$ cat config.mk
export PLATFORM = sky130hd
export DESIGN_NAME = window_range_motion_classifier
export DESIGN_NICKNAME = d
export VERILOG_FILES = /design/src/rtl/wrmc_pkg.sv /design/src/rtl/wrmc_cell.sv /design/src/rtl/wrmc_scan.sv /design/src/rtl/window_range_motion_classifier.sv
export SDC_FILE = /design/constraint.sdc
export NUM_CORES = 1
export LEC_CHECK = 0
export ABC_CLOCK_PERIOD_IN_PS = 15100
export BUFFER_PORTS_ARGS = -buffer_cell sky130_fd_sc_hd__clkbuf_2
export CORE_UTILIZATION = 42
export DETAILED_ROUTE_END_ITERATION = 16
export GPL_TIMING_DRIVEN = 0
export PLACE_DENSITY_LB_ADDON = 0.05
export SYNTH_ARGS = -nofsm -noshare
export SYNTH_HDL_FRONTEND = slang
export SYNTH_SLANG_ARGS = --single-unit
$ cat constraint.sdc
create_clock -name clk -period 15.1 [get_ports clk]
set_clock_uncertainty 0.05 [all_clocks]
set_input_delay 0 -clock clk [delete_from_list [all_inputs] [get_ports clk]]
set_output_delay 0 -clock clk [all_outputs]
set_load 0.005 [all_outputs]
$ cat src/rtl/wrmc_pkg.sv
// Shared types, constants and codes of the window range motion classifier.
package wrmc_pkg;

  localparam int WINDOW_DEPTH_DEF = 16;

  localparam int DIST_W  = 16;
  localparam int TS_W    = 32;
  localparam int CLASS_W = 2;
  localparam int THR_W   = 16;
  localparam int MULT_W  = 4;
  localparam int CONF_W  = 8;
  localparam int GTHR_W  = THR_W + MULT_W;

  localparam int CFG_IDX_W  = 2;
  localparam int CFG_DATA_W = 16;

  localparam logic [CFG_IDX_W-1:0] REG_MOTION_THRESHOLD = 2'd0;
  localparam logic [CFG_IDX_W-1:0] REG_GROSS_MULTIPLIER = 2'd1;
  localparam logic [CFG_IDX_W-1:0] REG_CONFIRM_SAMPLES  = 2'd2;

  localparam logic [THR_W-1:0]  THR_RESET  = 16'd160;
  localparam logic [MULT_W-1:0] MULT_RESET = 4'd3;
  localparam logic [CONF_W-1:0] CONF_RESET = 8'd3;

  localparam logic [CLASS_W-1:0] CLASS_STATIC = 2'd0;
  localparam logic [CLASS_W-1:0] CLASS_MICRO  = 2'd1;
  localparam logic [CLASS_W-1:0] CLASS_GROSS  = 2'd2;

  localparam logic [CONF_W-1:0] AGREE_MAX = 8'd255;

  localparam int IN_TDATA_W  = 48;
  localparam int OUT_TDATA_W = 104;

  localparam int OUT_DIST_LSB    = 0;
  localparam int OUT_RANGE_LSB   = 16;
  localparam int OUT_CLASS_LSB   = 32;
  localparam int OUT_CHANGED_BIT = 34;
  localparam int OUT_AGE_LSB     = 35;
  localparam int OUT_ALERT_LSB   = 67;
  localparam int OUT_PAD_W       = 5;

  typedef struct packed {
    logic start;
    logic step;
  } scan_ctl_t;

endpackage

$ cat src/rtl/wrmc_cell.sv
// One window cell: a stored distance with its valid bit, shifted to the next cell.
module wrmc_cell (
  input  logic                        clk,
  input  logic                        rst_n,
  input  logic                        shift_en,
  input  logic [wrmc_pkg::DIST_W-1:0] d_val,
  input  logic                        d_vld,
  output logic [wrmc_pkg::DIST_W-1:0] q_val,
  output logic                        q_vld
);

  logic [wrmc_pkg::DIST_W-1:0] val_r;
  logic                        vld_r;

  always_ff @(posedge clk) begin
    if (!rst_n) begin
      vld_r <= 1'b0;
    end else if (shift_en) begin
      vld_r <= d_vld;
    end
  end

  always_ff @(posedge clk) begin
    if (shift_en) begin
      val_r <= d_val;
    end
  end

  assign q_val = val_r;
  assign q_vld = vld_r;

endmodule

$ cat src/rtl/wrmc_scan.sv
// Scan unit at the end of the cell chain: running min, max and largest jump.
module wrmc_scan (
  input  logic                        clk,
  input  logic                        rst_n,
  input  wrmc_pkg::scan_ctl_t         ctl,
  input  logic [wrmc_pkg::DIST_W-1:0] val,
  input  logic                        vld,
  output logic [wrmc_pkg::DIST_W-1:0] range,
  output logic [wrmc_pkg::DIST_W-1:0] jump
);

  logic                        first_r;
  logic [wrmc_pkg::DIST_W-1:0] lo_r;
  logic [wrmc_pkg::DIST_W-1:0] hi_r;
  logic [wrmc_pkg::DIST_W-1:0] jump_r;
  logic [wrmc_pkg::DIST_W-1:0] prev_r;
  logic [wrmc_pkg::DIST_W-1:0] diff;

  assign diff = (val > prev_r) ? (val - prev_r) : (prev_r - val);

  always_ff @(posedge clk) begin
    if (!rst_n) begin
      first_r <= 1'b1;
    end else if (ctl.start) begin
      first_r <= 1'b1;
    end else if (ctl.step && vld) begin
      first_r <= 1'b0;
    end
  end

  always_ff @(posedge clk) begin
    if (ctl.step && vld) begin
      prev_r <= val;
      if (first_r) begin
        lo_r   <= val;
        hi_r   <= val;
        jump_r <= '0;
      end else begin
        if (val < lo_r) begin
          lo_r <= val;
        end
        if (val > hi_r) begin
          hi_r <= val;
        end
        if (diff > jump_r) begin
          jump_r <= diff;
        end
      end
    end
  end

  assign range = hi_r - lo_r;
  assign jump  = jump_r;

endmodule

$ cat src/rtl/window_range_motion_classifier.sv
// Top level of the window range motion classifier: cell chain, scan and class logic.
//
//  Channel  Direction  Handshake                 Payload
//  in_      input      in_tvalid / in_tready     tuser sample_ok, tdata distance, timestamp
//  out_     output     out_tvalid / out_tready   tuser result_ok, tdata result fields
//  cfg_     input      cfg_valid / cfg_ready     cfg_index, cfg_data
//
// A valid item is shifted into the chain, the chain makes one full rotation past the scan
// unit, and the item is classified. An invalid item goes straight to classification. The
// result waits in an output register, so the next item is taken meanwhile; only
// classification stalls while the output register is full and not taken.
// Reset clears the window valid bits, the class state and the registers to their defaults.
module window_range_motion_classifier #(
  parameter int WINDOW_DEPTH = wrmc_pkg::WINDOW_DEPTH_DEF
) (
  input  logic                                 clk,
  input  logic                                 rst_n,
  input  logic                                 in_tvalid,
  output logic                                 in_tready,
  // Bits from the lowest: distance[15:0], timestamp[47:16].
  input  logic [wrmc_pkg::IN_TDATA_W-1:0]      in_tdata,
  // Bit 0: sample_ok.
  input  logic                                 in_tuser,
  output logic                                 out_tvalid,
  input  logic                                 out_tready,
  // Bits from the lowest: distance_out[15:0], motion_range[31:16], motion_class[33:32],
  // class_changed[34], state_age[66:35], last_alert_time[98:67], zero fill[103:99].
  output logic [wrmc_pkg::OUT_TDATA_W-1:0]     out_tdata,
  // Bit 0: result_ok.
  output logic                                 out_tuser,
  input  logic                                 cfg_valid,
  output logic                                 cfg_ready,
  input  logic [wrmc_pkg::CFG_IDX_W-1:0]       cfg_index,
  input  logic [wrmc_pkg::CFG_DATA_W-1:0]      cfg_data
);

  localparam int CNT_W = $clog2(WINDOW_DEPTH);
  localparam logic [CNT_W-1:0] CNT_LAST = CNT_W'(WINDOW_DEPTH - 1);

  localparam logic [1:0] ST_IDLE  = 2'd0;
  localparam logic [1:0] ST_SCAN  = 2'd1;
  localparam logic [1:0] ST_CLASS = 2'd2;

  logic [1:0]       state_r;
  logic [CNT_W-1:0] cnt_r;

  logic [wrmc_pkg::THR_W-1:0]  thr_r;
  logic [wrmc_pkg::MULT_W-1:0] mult_r;
  logic [wrmc_pkg::CONF_W-1:0] conf_r;

  logic                         ok_r;
  logic [wrmc_pkg::DIST_W-1:0]  dist_r;
  logic [wrmc_pkg::TS_W-1:0]    ts_r;

  logic [wrmc_pkg::CLASS_W-1:0] cur_class_r;
  logic [wrmc_pkg::CLASS_W-1:0] cand_class_r;
  logic [wrmc_pkg::CONF_W-1:0]  agree_r;
  logic [wrmc_pkg::TS_W-1:0]    trans_time_r;
  logic [wrmc_pkg::TS_W-1:0]    alert_time_r;
  logic [wrmc_pkg::DIST_W-1:0]  held_range_r;

  logic                             out_valid_r;
  logic [wrmc_pkg::OUT_TDATA_W-1:0] out_tdata_r;
  logic                             out_tuser_r;

  logic in_acc;
  logic insert;
  logic scanning;
  logic slot_free;
  logic class_fire;

  logic [wrmc_pkg::DIST_W-1:0] cell_val [WINDOW_DEPTH];
  logic                        cell_vld [WINDOW_DEPTH];

  wrmc_pkg::scan_ctl_t         scan_ctl;
  logic [wrmc_pkg::DIST_W-1:0] scan_range;
  logic [wrmc_pkg::DIST_W-1:0] scan_jump;

  assign in_tready  = (state_r == ST_IDLE);
  assign in_acc     = in_tvalid && in_tready;
  assign insert     = in_acc && in_tuser;
  assign scanning   = (state_r == ST_SCAN);
  assign slot_free  = !out_valid_r || out_tready;
  assign class_fire = (state_r == ST_CLASS) && slot_free;
  assign cfg_ready  = 1'b1;

  for (genvar k = 0; k < WINDOW_DEPTH; k++) begin : g_cell
    if (k == 0) begin : g_head
      wrmc_cell u_cell (
        .clk      (clk),
        .rst_n    (rst_n),
        .shift_en (insert || scanning),
        .d_val    (insert ? in_tdata[wrmc_pkg::DIST_W-1:0] : cell_val[WINDOW_DEPTH-1]),
        .d_vld    (insert ? 1'b1 : cell_vld[WINDOW_DEPTH-1]),
        .q_val    (cell_val[k]),
        .q_vld    (cell_vld[k])
      );
    end else begin : g_body
      wrmc_cell u_cell (
        .clk      (clk),
        .rst_n    (rst_n),
        .shift_en (insert || scanning),
        .d_val    (cell_val[k-1]),
        .d_vld    (cell_vld[k-1]),
        .q_val    (cell_val[k]),
        .q_vld    (cell_vld[k])
      );
    end
  end

  assign scan_ctl.start = insert;
  assign scan_ctl.step  = scanning;

  wrmc_scan u_scan (
    .clk   (clk),
    .rst_n (rst_n),
    .ctl   (scan_ctl),
    .val   (cell_val[WINDOW_DEPTH-1]),
    .vld   (cell_vld[WINDOW_DEPTH-1]),
    .range (scan_range),
    .jump  (scan_jump)
  );

  always_ff @(posedge clk) begin
    if (!rst_n) begin
      thr_r  <= wrmc_pkg::THR_RESET;
      mult_r <= wrmc_pkg::MULT_RESET;
      conf_r <= wrmc_pkg::CONF_RESET;
    end else if (cfg_valid && cfg_ready) begin
      unique case (cfg_index)
        wrmc_pkg::REG_MOTION_THRESHOLD: thr_r  <= cfg_data;
        wrmc_pkg::REG_GROSS_MULTIPLIER: mult_r <= cfg_data[wrmc_pkg::MULT_W-1:0];
        wrmc_pkg::REG_CONFIRM_SAMPLES:  conf_r <= cfg_data[wrmc_pkg::CONF_W-1:0];
        default: ;
      endcase
    end
  end

  logic [wrmc_pkg::GTHR_W-1:0]  gross_thr;
  logic [wrmc_pkg::CLASS_W-1:0] next_class;
  logic [wrmc_pkg::CONF_W-1:0]  agree_nxt;
  logic [wrmc_pkg::CLASS_W-1:0] cand_nxt;
  logic [wrmc_pkg::CLASS_W-1:0] cur_nxt;
  logic [wrmc_pkg::TS_W-1:0]    trans_nxt;
  logic [wrmc_pkg::TS_W-1:0]    alert_nxt;
  logic [wrmc_pkg::DIST_W-1:0]  range_nxt;
  logic                         changed;

  assign gross_thr = wrmc_pkg::GTHR_W'(thr_r) * wrmc_pkg::GTHR_W'(mult_r);

  always_comb begin
    next_class = wrmc_pkg::CLASS_STATIC;
    if ((wrmc_pkg::GTHR_W'(scan_range) >= gross_thr) ||
        (wrmc_pkg::GTHR_W'(scan_jump) >= gross_thr)) begin
      next_class = wrmc_pkg::CLASS_GROSS;
    end else if (scan_range >= thr_r) begin
      next_class = wrmc_pkg::CLASS_MICRO;
    end
  end

  always_comb begin
    agree_nxt = agree_r;
    cand_nxt  = cand_class_r;
    cur_nxt   = cur_class_r;
    trans_nxt = trans_time_r;
    alert_nxt = alert_time_r;
    range_nxt = held_range_r;
    changed   = 1'b0;
    if (ok_r) begin
      range_nxt = scan_range;
      if (next_class != cur_class_r) begin
        if (next_class == cand_class_r) begin
          if (agree_r != wrmc_pkg::AGREE_MAX) begin
            agree_nxt = agree_r + 1'b1;
          end
        end else begin
          cand_nxt  = next_class;
          agree_nxt = wrmc_pkg::CONF_W'(1);
        end
        if (agree_nxt >= conf_r) begin
          cur_nxt   = next_class;
          trans_nxt = ts_r;
          if (next_class != wrmc_pkg::CLASS_STATIC) begin
            alert_nxt = ts_r;
          end
          agree_nxt = '0;
          changed   = 1'b1;
        end
      end else begin
        agree_nxt = '0;
      end
    end
  end

  always_ff @(posedge clk) begin
    if (!rst_n) begin
      state_r      <= ST_IDLE;
      cnt_r        <= '0;
      cur_class_r  <= wrmc_pkg::CLASS_STATIC;
      cand_class_r <= wrmc_pkg::CLASS_STATIC;
      agree_r      <= '0;
      trans_time_r <= '0;
      alert_time_r <= '0;
      held_range_r <= '0;
      out_valid_r  <= 1'b0;
    end else begin
      if (class_fire) begin
        out_valid_r <= 1'b1;
      end else if (out_tready) begin
        out_valid_r <= 1'b0;
      end
      unique case (state_r)
        ST_IDLE: begin
          cnt_r <= '0;
          if (in_acc) begin
            state_r <= in_tuser ? ST_SCAN : ST_CLASS;
          end
        end
        ST_SCAN: begin
          cnt_r <= cnt_r + 1'b1;
          if (cnt_r == CNT_LAST) begin
            state_r <= ST_CLASS;
          end
        end
        ST_CLASS: begin
          if (slot_free) begin
            cur_class_r  <= cur_nxt;
            cand_class_r <= cand_nxt;
            agree_r      <= agree_nxt;
            trans_time_r <= trans_nxt;
            alert_time_r <= alert_nxt;
            held_range_r <= range_nxt;
            state_r      <= ST_IDLE;
          end
        end
        default: begin
          state_r <= ST_IDLE;
        end
      endcase
    end
  end

  always_ff @(posedge clk) begin
    if (in_acc) begin
      ok_r   <= in_tuser;
      dist_r <= in_tdata[wrmc_pkg::DIST_W-1:0];
      ts_r   <= in_tdata[wrmc_pkg::DIST_W +: wrmc_pkg::TS_W];
    end
  end

  always_ff @(posedge clk) begin
    if (class_fire) begin
      out_tuser_r <= ok_r;
      out_tdata_r <= {
        {wrmc_pkg::OUT_PAD_W{1'b0}},
        alert_nxt,
        ts_r - trans_nxt,
        changed,
        cur_nxt,
        range_nxt,
        ok_r ? dist_r : {wrmc_pkg::DIST_W{1'b0}}
      };
    end
  end

  assign out_tvalid = out_valid_r;
  assign out_tdata  = out_tdata_r;
  assign out_tuser  = out_tuser_r;

endmodule

==> impl_results.md, run 1 <==
* P_int at 3040 uW
* RSZ-0062 raised after global routing: no
* Initial antenna violation count at 2
* Time the worst path needs with I/O delays and setup at 13.83 ns
* Ys Warns at 0
* Worst-Margin Slew at approximately 0.97 ns
* Final setup fails at 0
* Max-cap violations at 0
* Antenna viol nets, final at 0
* Std-Cell Rows at 96
* Sw Ratio at 0.240
* Crit Reg-Reg Startpoint: mult_r[1]$_SDFFE_PN1P_
* Ys flop type: edfxtp_1
* Die area at 0.0712 sq mm
* Hold Path Class: input port to flop
* Place WS at 0.267 ns
* Crit path to: out_tdata[61]$_DFFE_PP_
* CTS Buf Count at 67
* Synthesized area at 0.0295 sq mm
* FF-to-FF End: out_tdata[61]$_DFFE_PP_
* TritonCTS clock tree: built
* Final worst slack at 1.27 ns
* Fillers at 6196
* Fin. max-slew vios at 0
* Worst-Skew Late Latency at 0.62 ns
* Register area share after synthesis at 0.576
* Critical path origin: mult_r[1]$_SDFFE_PN1P_
* Switching power at 961 uW
* GR Overflow Total at 0
* Area Growth Syn to Fin at 17.7%
* EDFF count, synth at 469
* # diodes at 0
* Hpwl dp at 50.0 mm
* Crit end category: flop
* Peak VDD IR at 101 uV
* 1st-iter DRT viols at 1294
* Clk buf depth at 3
* CP delay by family, top: compound AO/OA/AOI/OAI gates
* Initial DRT Pass Iterations at 5
* Critical Path Fanout Max at 10
* Die width at 267 um
* Post-route setup TNS at 0 ns
* Die H at 267 um
* Final hold violation count at 0
* Critical path depth at 57
* GPL Wtd Cong at slightly below 0.9
* Largest net degree at the start of global routing at 65
* Layout cell share with drive strength beyond 1 at 0.133
* Hold path depth at 2
* Post-Syn Instances at 2436
* Clock sinks at about 610
* Count of different cell masters after synthesis at 75
* Worst Path Required at 15.39 ns
* Total number of vias at 19000
* Logic gate share of total power at 0.093
* Routed WL per cell at 18.1 um
* Port bufs at 172
* Overall routing resource usage at 0.192
* Static Leakage at 0.0139 uW
* Final worst path period share at 0.916
* Routed vias/inst at 5.07
* Clk pwr share at 0.414
* R2R depth at 57
* Pwr dens at between 100 and 150 mW/mm^2
* Sequential share of power at 0.493
* Arrival time worst endpoint at between 10 and 15 ns
* Max transition margin at 0.355
* WL final at 67.7 mm
* Startpoint types: flop
* Starting Density at 0.427
* Detailed-route DRC error count at 0
* Setup Crit Path Kind: flop to flop
* H-tree depth at 3
* Yosys reg bits at 613
* CP Buf/Inv Count at 7
* Nets at approximately 3100
* Mapped Avg Cell Area at ~12 sq um
* Vias in the first global route at 19000
* Ys async rst share at 0
* Clock Pin Slew Worst Setup and Hold Paths at 0.06 ns
* Crit-path slowest cell: fa_1
* Clock root cell: clkbuf_16
* Max frequency at 72.3 MHz
* Pwr Total at 4000 uW
* Global-route wire length before repair at 106 mm
* Critical path's largest stage delay at 0.59 ns
* Core area at 0.0689 sq mm
* WHS at 0.0409 ns
* Status: completed
* Io pins at 180
* Reg-to-reg slack, setup at 1.27 ns
-- worst reg2reg max path: cells and delay by family, from the launching register on --
family	cells	cell delay (ns)
compound gates	31	6.37
flops	1	0.55
buf+inv	7	1.41
simple gates	10	1.88
fa+ha+maj	6	2.48
xor+xnor	2	0.50
mux	1	0.31
-- flip-flops by register name, indices dropped and copies added (netlist names), 16 cells and up --
signal / flops
g_cell.g_body.u_cell.q_val: 240
u_scan.jump: 16
dist_r: 16
u_scan.hi_r: 16
u_scan.lo_r: 16
g_cell.g_head.u_cell.q_val: 16
alert_time_r: 32
trans_time_r: 32
ts_r: 32
u_scan.prev_r: 16
thr_r: 16
out_tdata: 99
held_range_r: 16
-- area by class of cell --
cell class              count  area (sq um)  share of cell area
plain buffers              80           350              0.0101
clock buffers              88          1810              0.0521
clock inverters            33           447              0.0129
inverters                 203           762              0.0220
multi-input cells        1544         11400               0.330
flip-flops and latches    613         17000               0.489
well taps                 931          1160              0.0336
repair buffers            251          1740              0.0501
-- worst min path at each step --
stage / end / start
2_1_floorplan: dist_r[0]$_DFFE_PP_ / in_tdata[0]
3_3_place_gp: ts_r[25]$_DFFE_PP_ / in_tdata[41]
3_5_place_dp: ts_r[26]$_DFFE_PP_ / in_tdata[42]
4_1_cts: ts_r[11]$_DFFE_PP_ / in_tdata[27]
5_1_grt: ts_r[11]$_DFFE_PP_ / in_tdata[27]
6_report: ts_r[11]$_DFFE_PP_ / in_tdata[27]
-- per-stage QoR --
stage	area (sq um)	std cells	utilization
detailed placement	31700	3549	0.459
CTS	34600	3743	0.503
finish	34700	3743	0.503
floorplan	29500	2440	-
global route	34700	3743	0.503
global placement	31500	3543	0.457
-- cells in the mapped netlist (29+ instances only) --
master | number | area share
nor2b_1 | 93 | 0.020
a21o_1 | 68 | 0.017
o21ai_0 | 79 | 0.013
xnor2_1 | 39 | 0.012
mux2_2 | 48 | 0.018
ha_1 | 186 | 0.079
a21oi_1 | 108 | 0.018
edfxtp_1 | 469 | 0.48
inv_1 | 203 | 0.026
fa_1 | 32 | 0.022
clkbuf_1 | 57 | 0.0073
nand2b_1 | 34 | 0.0072
xor2_1 | 29 | 0.0086
and2_1 | 83 | 0.018
dfxtp_1 | 144 | 0.098
nor2_1 | 83 | 0.011
a21boi_0 | 65 | 0.017
nand2_1 | 252 | 0.032
mux2i_1 | 78 | 0.027
-- power groups by stage --
stage	logic (uW)	registers, uW	clock network, uW
CTS	374	1970	1710
floorplan	238	2010	0
finish	370	1970	1660
global placement	343	2040	0
global route	415	1980	1770
detailed placement	357	2010	0
-- per-layer routing --
layer | GRT usage | vias up | wire (um)
met2 | 0.319 | 339 | 31700
met4 | 0.0550 | 0 | 1430
met1 | 0.261 | 9202 | 32000
li1 | - | 9327 | -
met3 | 0.0281 | 98 | 2590
met5 | 0 | - | 0
-- layout by cell type, fill, tap and decap left out, types with 29 or more instances in the layout --
cell and count:
a21boi_0 65, a21o_1 68, a21oi_1 104, and2_1 82
clkbuf_1 72, clkbuf_16 68, clkbuf_2 172, dfxtp_1 144
dlygate4sd3_1 73, edfxtp_1 469, fa_1 32, ha_1 186
inv_1 203, mux2_2 48, mux2i_1 78, nand2_1 252
nand2b_1 34, nor2_1 83, nor2b_1 93, o21ai_0 78
xnor2_1 39, xor2_1 29
-- cells by family after synthesis --
kind of cell / after synthesis / synth area share
AO/OA/AOI/OAI: 470 / 0.110
XOR/XNOR: 68 / 0.0202
adder cells (fa/ha/maj): 219 / 0.101
buffers and inverters: 283 / 0.0374
flip-flops: 613 / 0.576
multiplexers: 126 / 0.0449
other: 2 / 0.000255
AND/OR/NAND/NOR: 655 / 0.110
-- timing repair --
| action | CTS | global route |
|---|---|---|
| endpoints found under the hold margin | 95 | 0 |
| buffers inserted | 0 | 0 |
| hold buffers | 73 | 0 |
| endpoints found under the setup margin | 0 | 17 |
| gates resized for setup | 0 | 5 |
(Power assumes the default switching activity.)
==> run 2, diff against run 1 <==
--- a/config.mk
+++ b/config.mk
@@ -8,9 +8,11 @@
 export ABC_CLOCK_PERIOD_IN_PS = 15100
 export BUFFER_PORTS_ARGS = -buffer_cell sky130_fd_sc_hd__clkbuf_2
 export CORE_UTILIZATION = 42
+export CTS_BUF_LIST = sky130_fd_sc_hd__clkbuf_4
 export DETAILED_ROUTE_END_ITERATION = 16
 export GPL_TIMING_DRIVEN = 0
 export PLACE_DENSITY_LB_ADDON = 0.05
+export SLEW_MARGIN = 20
 export SYNTH_ARGS = -nofsm -noshare
 export SYNTH_HDL_FRONTEND = slang
 export SYNTH_SLANG_ARGS = --single-unit
==> impl_results.md, run 2 (synthesis results as in run 1) <==
* Status: completed
* Critical path's largest stage delay at 0.60 ns (about the same)
* Max frequency at 72.5 MHz (+0.25%)
* Register area at 0.0170 sq mm (unchanged)
* Hold Path Class: input port to flop
* Clk buf depth at 3 (unchanged)
* Io pins at 180 (unchanged)
* Initial DRT Pass Iterations at 5 (unchanged)
* Hpwl dp at 50.3 mm (+0.56%)
* RSZ-0062 raised after global routing: no
* Area of the multi-input gates at 0.0114 sq mm (about the same)
* Worst-Margin Slew at 0.957 ns (-0.0114 ns)
* Highest routed layer: met4
* Place WS at 0.239 ns (-0.0285 ns)
* Static Leakage at 0.0145 uW (+4.4%)
* Commonest non-fill, non-tap cells in the layout: edfxtp_1 (469), nand2_1 (252), clkbuf_4 (244), inv_1 (203), ha_1 (186)
* 1st-iter DRT viols at 1159 (-10%)
* Final setup fails at 0 (unchanged)
* Max-cap violations at 0 (unchanged)
* Met1 WL at 32.5 mm (+1.6%)
* Global-route wire length before repair at 110 mm (+4.1%)
* Antenna viol nets, final at 0 (unchanged)
* Detailed-route DRC error count at 0 (unchanged)
* Starting Density at 0.427 (unchanged)
* Pwr dens at 107 mW/mm^2 (-6.9%)
* Crit end category: flop
* H-tree depth at 4 (+1)
* Die width at 267 um (unchanged)
* Routed vias/inst at 5.00 (-1.3%)
* Max reg flops at 240 (unchanged)
* Total number of vias at 20000 (+5.7%)
* Critical Path Fanout Max at 10 (unchanged)
* Fin. max-slew vios at 0 (unchanged)
* Fillers at 6215 (+0.31%)
* WL met2 at 33.3 mm (+4.9%)
* Routed WL per cell at 17.5 um (-3.5%)
* Time the worst path needs with I/O delays and setup at 13.79 ns (-0.0346 ns)
* Vias in the first global route at 20500 (+7.9%)
* WHS at 0.204 ns (+0.163 ns)
* Die area at 0.0712 sq mm (unchanged)
* Startpoint types: flop
* Fin area at 0.0355 sq mm (+2.5%)
* Core area at 0.0689 sq mm (unchanged)
* Layout cell share with drive strength beyond 1 at 0.178 (+0.0450)
* Port bufs at 172 (unchanged)
* Clock root cell: clkbuf_4
* Std-Cell Rows at 96 (unchanged)
* Setup Crit Path Kind: flop to flop
* GR Overflow Total at 0 (unchanged)
* Arrival time worst endpoint at 14.43 ns (+0.32 ns)
* Area after DPL at 0.0318 sq mm (+0.28%)
* Clock Pin Slew Worst Setup and Hold Paths at 0.06 ns (about the same)
* Final worst path period share at 0.913 (-0.00229)
* Nets at 3243 (+6.3%)
* Largest net degree at the start of global routing at 58 (-11%)
* Final worst slack at 1.31 ns (+0.0346 ns)
* Worst-Skew Late Latency at 0.98 ns (+0.36 ns)
* Peak VDD IR at 62.8 uV (-38%)
* Initial antenna violation count at 4 (+2)
* GPL Wtd Cong at 0.867 (unchanged)
* Max transition margin at 0.362 (+0.00760)
* Met3 WL at 3.05 mm (+18%)
* Crit-path slowest cell: fa_1
* Commonest non-fill, non-tap cell in the layout: edfxtp_1
* Post-route setup TNS at 0 ns (unchanged)
* Clock sinks at 613 (unchanged)
* Worst Path Required at 15.74 ns (+0.35 ns)
* Die H at 267 um (unchanged)
* Setup Fix Bufs, Post-CTS at 0 (unchanged)
* CTS Buf Count at 164 (+140%)
* Overall routing resource usage at 0.200 (+0.00801)
* WL final at 70.0 mm (+3.4%)
* Area Growth Syn to Fin at 20.6%
* TritonCTS clock tree: built
* Final hold violation count at 0 (unchanged)
* Top cell by count, worst path: a21oi_1
[run 2: path summary, 6_finish.rpt]
path,start,to,slack [ns],cells past startpoint
max,mult_r[2]$_SDFFE_PN0P_,out_tdata[66]$_DFFE_PP_,1.31,56
min,in_tdata[27],ts_r[11]$_DFFE_PP_,0.20,3
max reg2reg,mult_r[2]$_SDFFE_PN0P_,out_tdata[66]$_DFFE_PP_,1.31,56
min reg2reg,g_cell[11].g_body.u_cell.q_val[15]$_DFFE_PP_,g_cell[12].g_body.u_cell.q_val[15]$_DFFE_PP_,0.34,0
[run 2: final cells by class]
| type | count | share of cell area |
|---|---|---|
| diodes | 4 | 0.000282 |
| plain buffers | 80 | 0.00996 |
| clock buffers | 241 | 0.0509 |
| clock inverters | 45 | 0.00817 |
| inverters | 203 | 0.0214 |
| multi-input cells | 1544 | 0.322 |
| flip-flops and latches | 613 | 0.477 |
| well taps | 931 | 0.0328 |
| repair buffers | 347 | 0.0772 |
[run 2: worst max-delay path, delay by kind of cell (launching register included)]
family,cells,cell delay (ns)
AOI/OAI and AO/OA,32,6.55
xor gates and xnor gates,1,0.37
adders and majority gates,6,2.32
buffers and inverters,6,1.23
DFF,1,0.55
muxes,2,0.43
and+or+nand+nor,9,1.96
[run 2: timing repair]
action	CTS	global route
hold endpoints to repair	215	0
endpoints found under the setup margin	0	18
hold buffers	165	0
resized for setup	0	11
[run 2: per-layer routing]
metal,vias up,global-route usage
met1,9676,0.263
met4,0,0.0687
li1,9845,-
met5,-,0
met2,422,0.328
met3,98,0.0418
[run 2: report_power, final]
group	total (uW)	leakage, uW	switching, uW	internal (uW)
Clock	1460	0.00124	710	745
Combinational	391	0.00770	227	163
Sequential	1970	0.00559	42.8	1930
Total	3820	0.0145	980	2840
[run 2: per-stage QoR]
step / instances / util / total power [uW]
CTS: 4004 / 0.515 / 3890
finish: 4008 / 0.515 / 3820
global route: 4006 / 0.515 / 4020
floorplan: 2440 / - / 2250
global placement: 3543 / 0.457 / 2380
detailed placement: 3553 / 0.461 / 2370
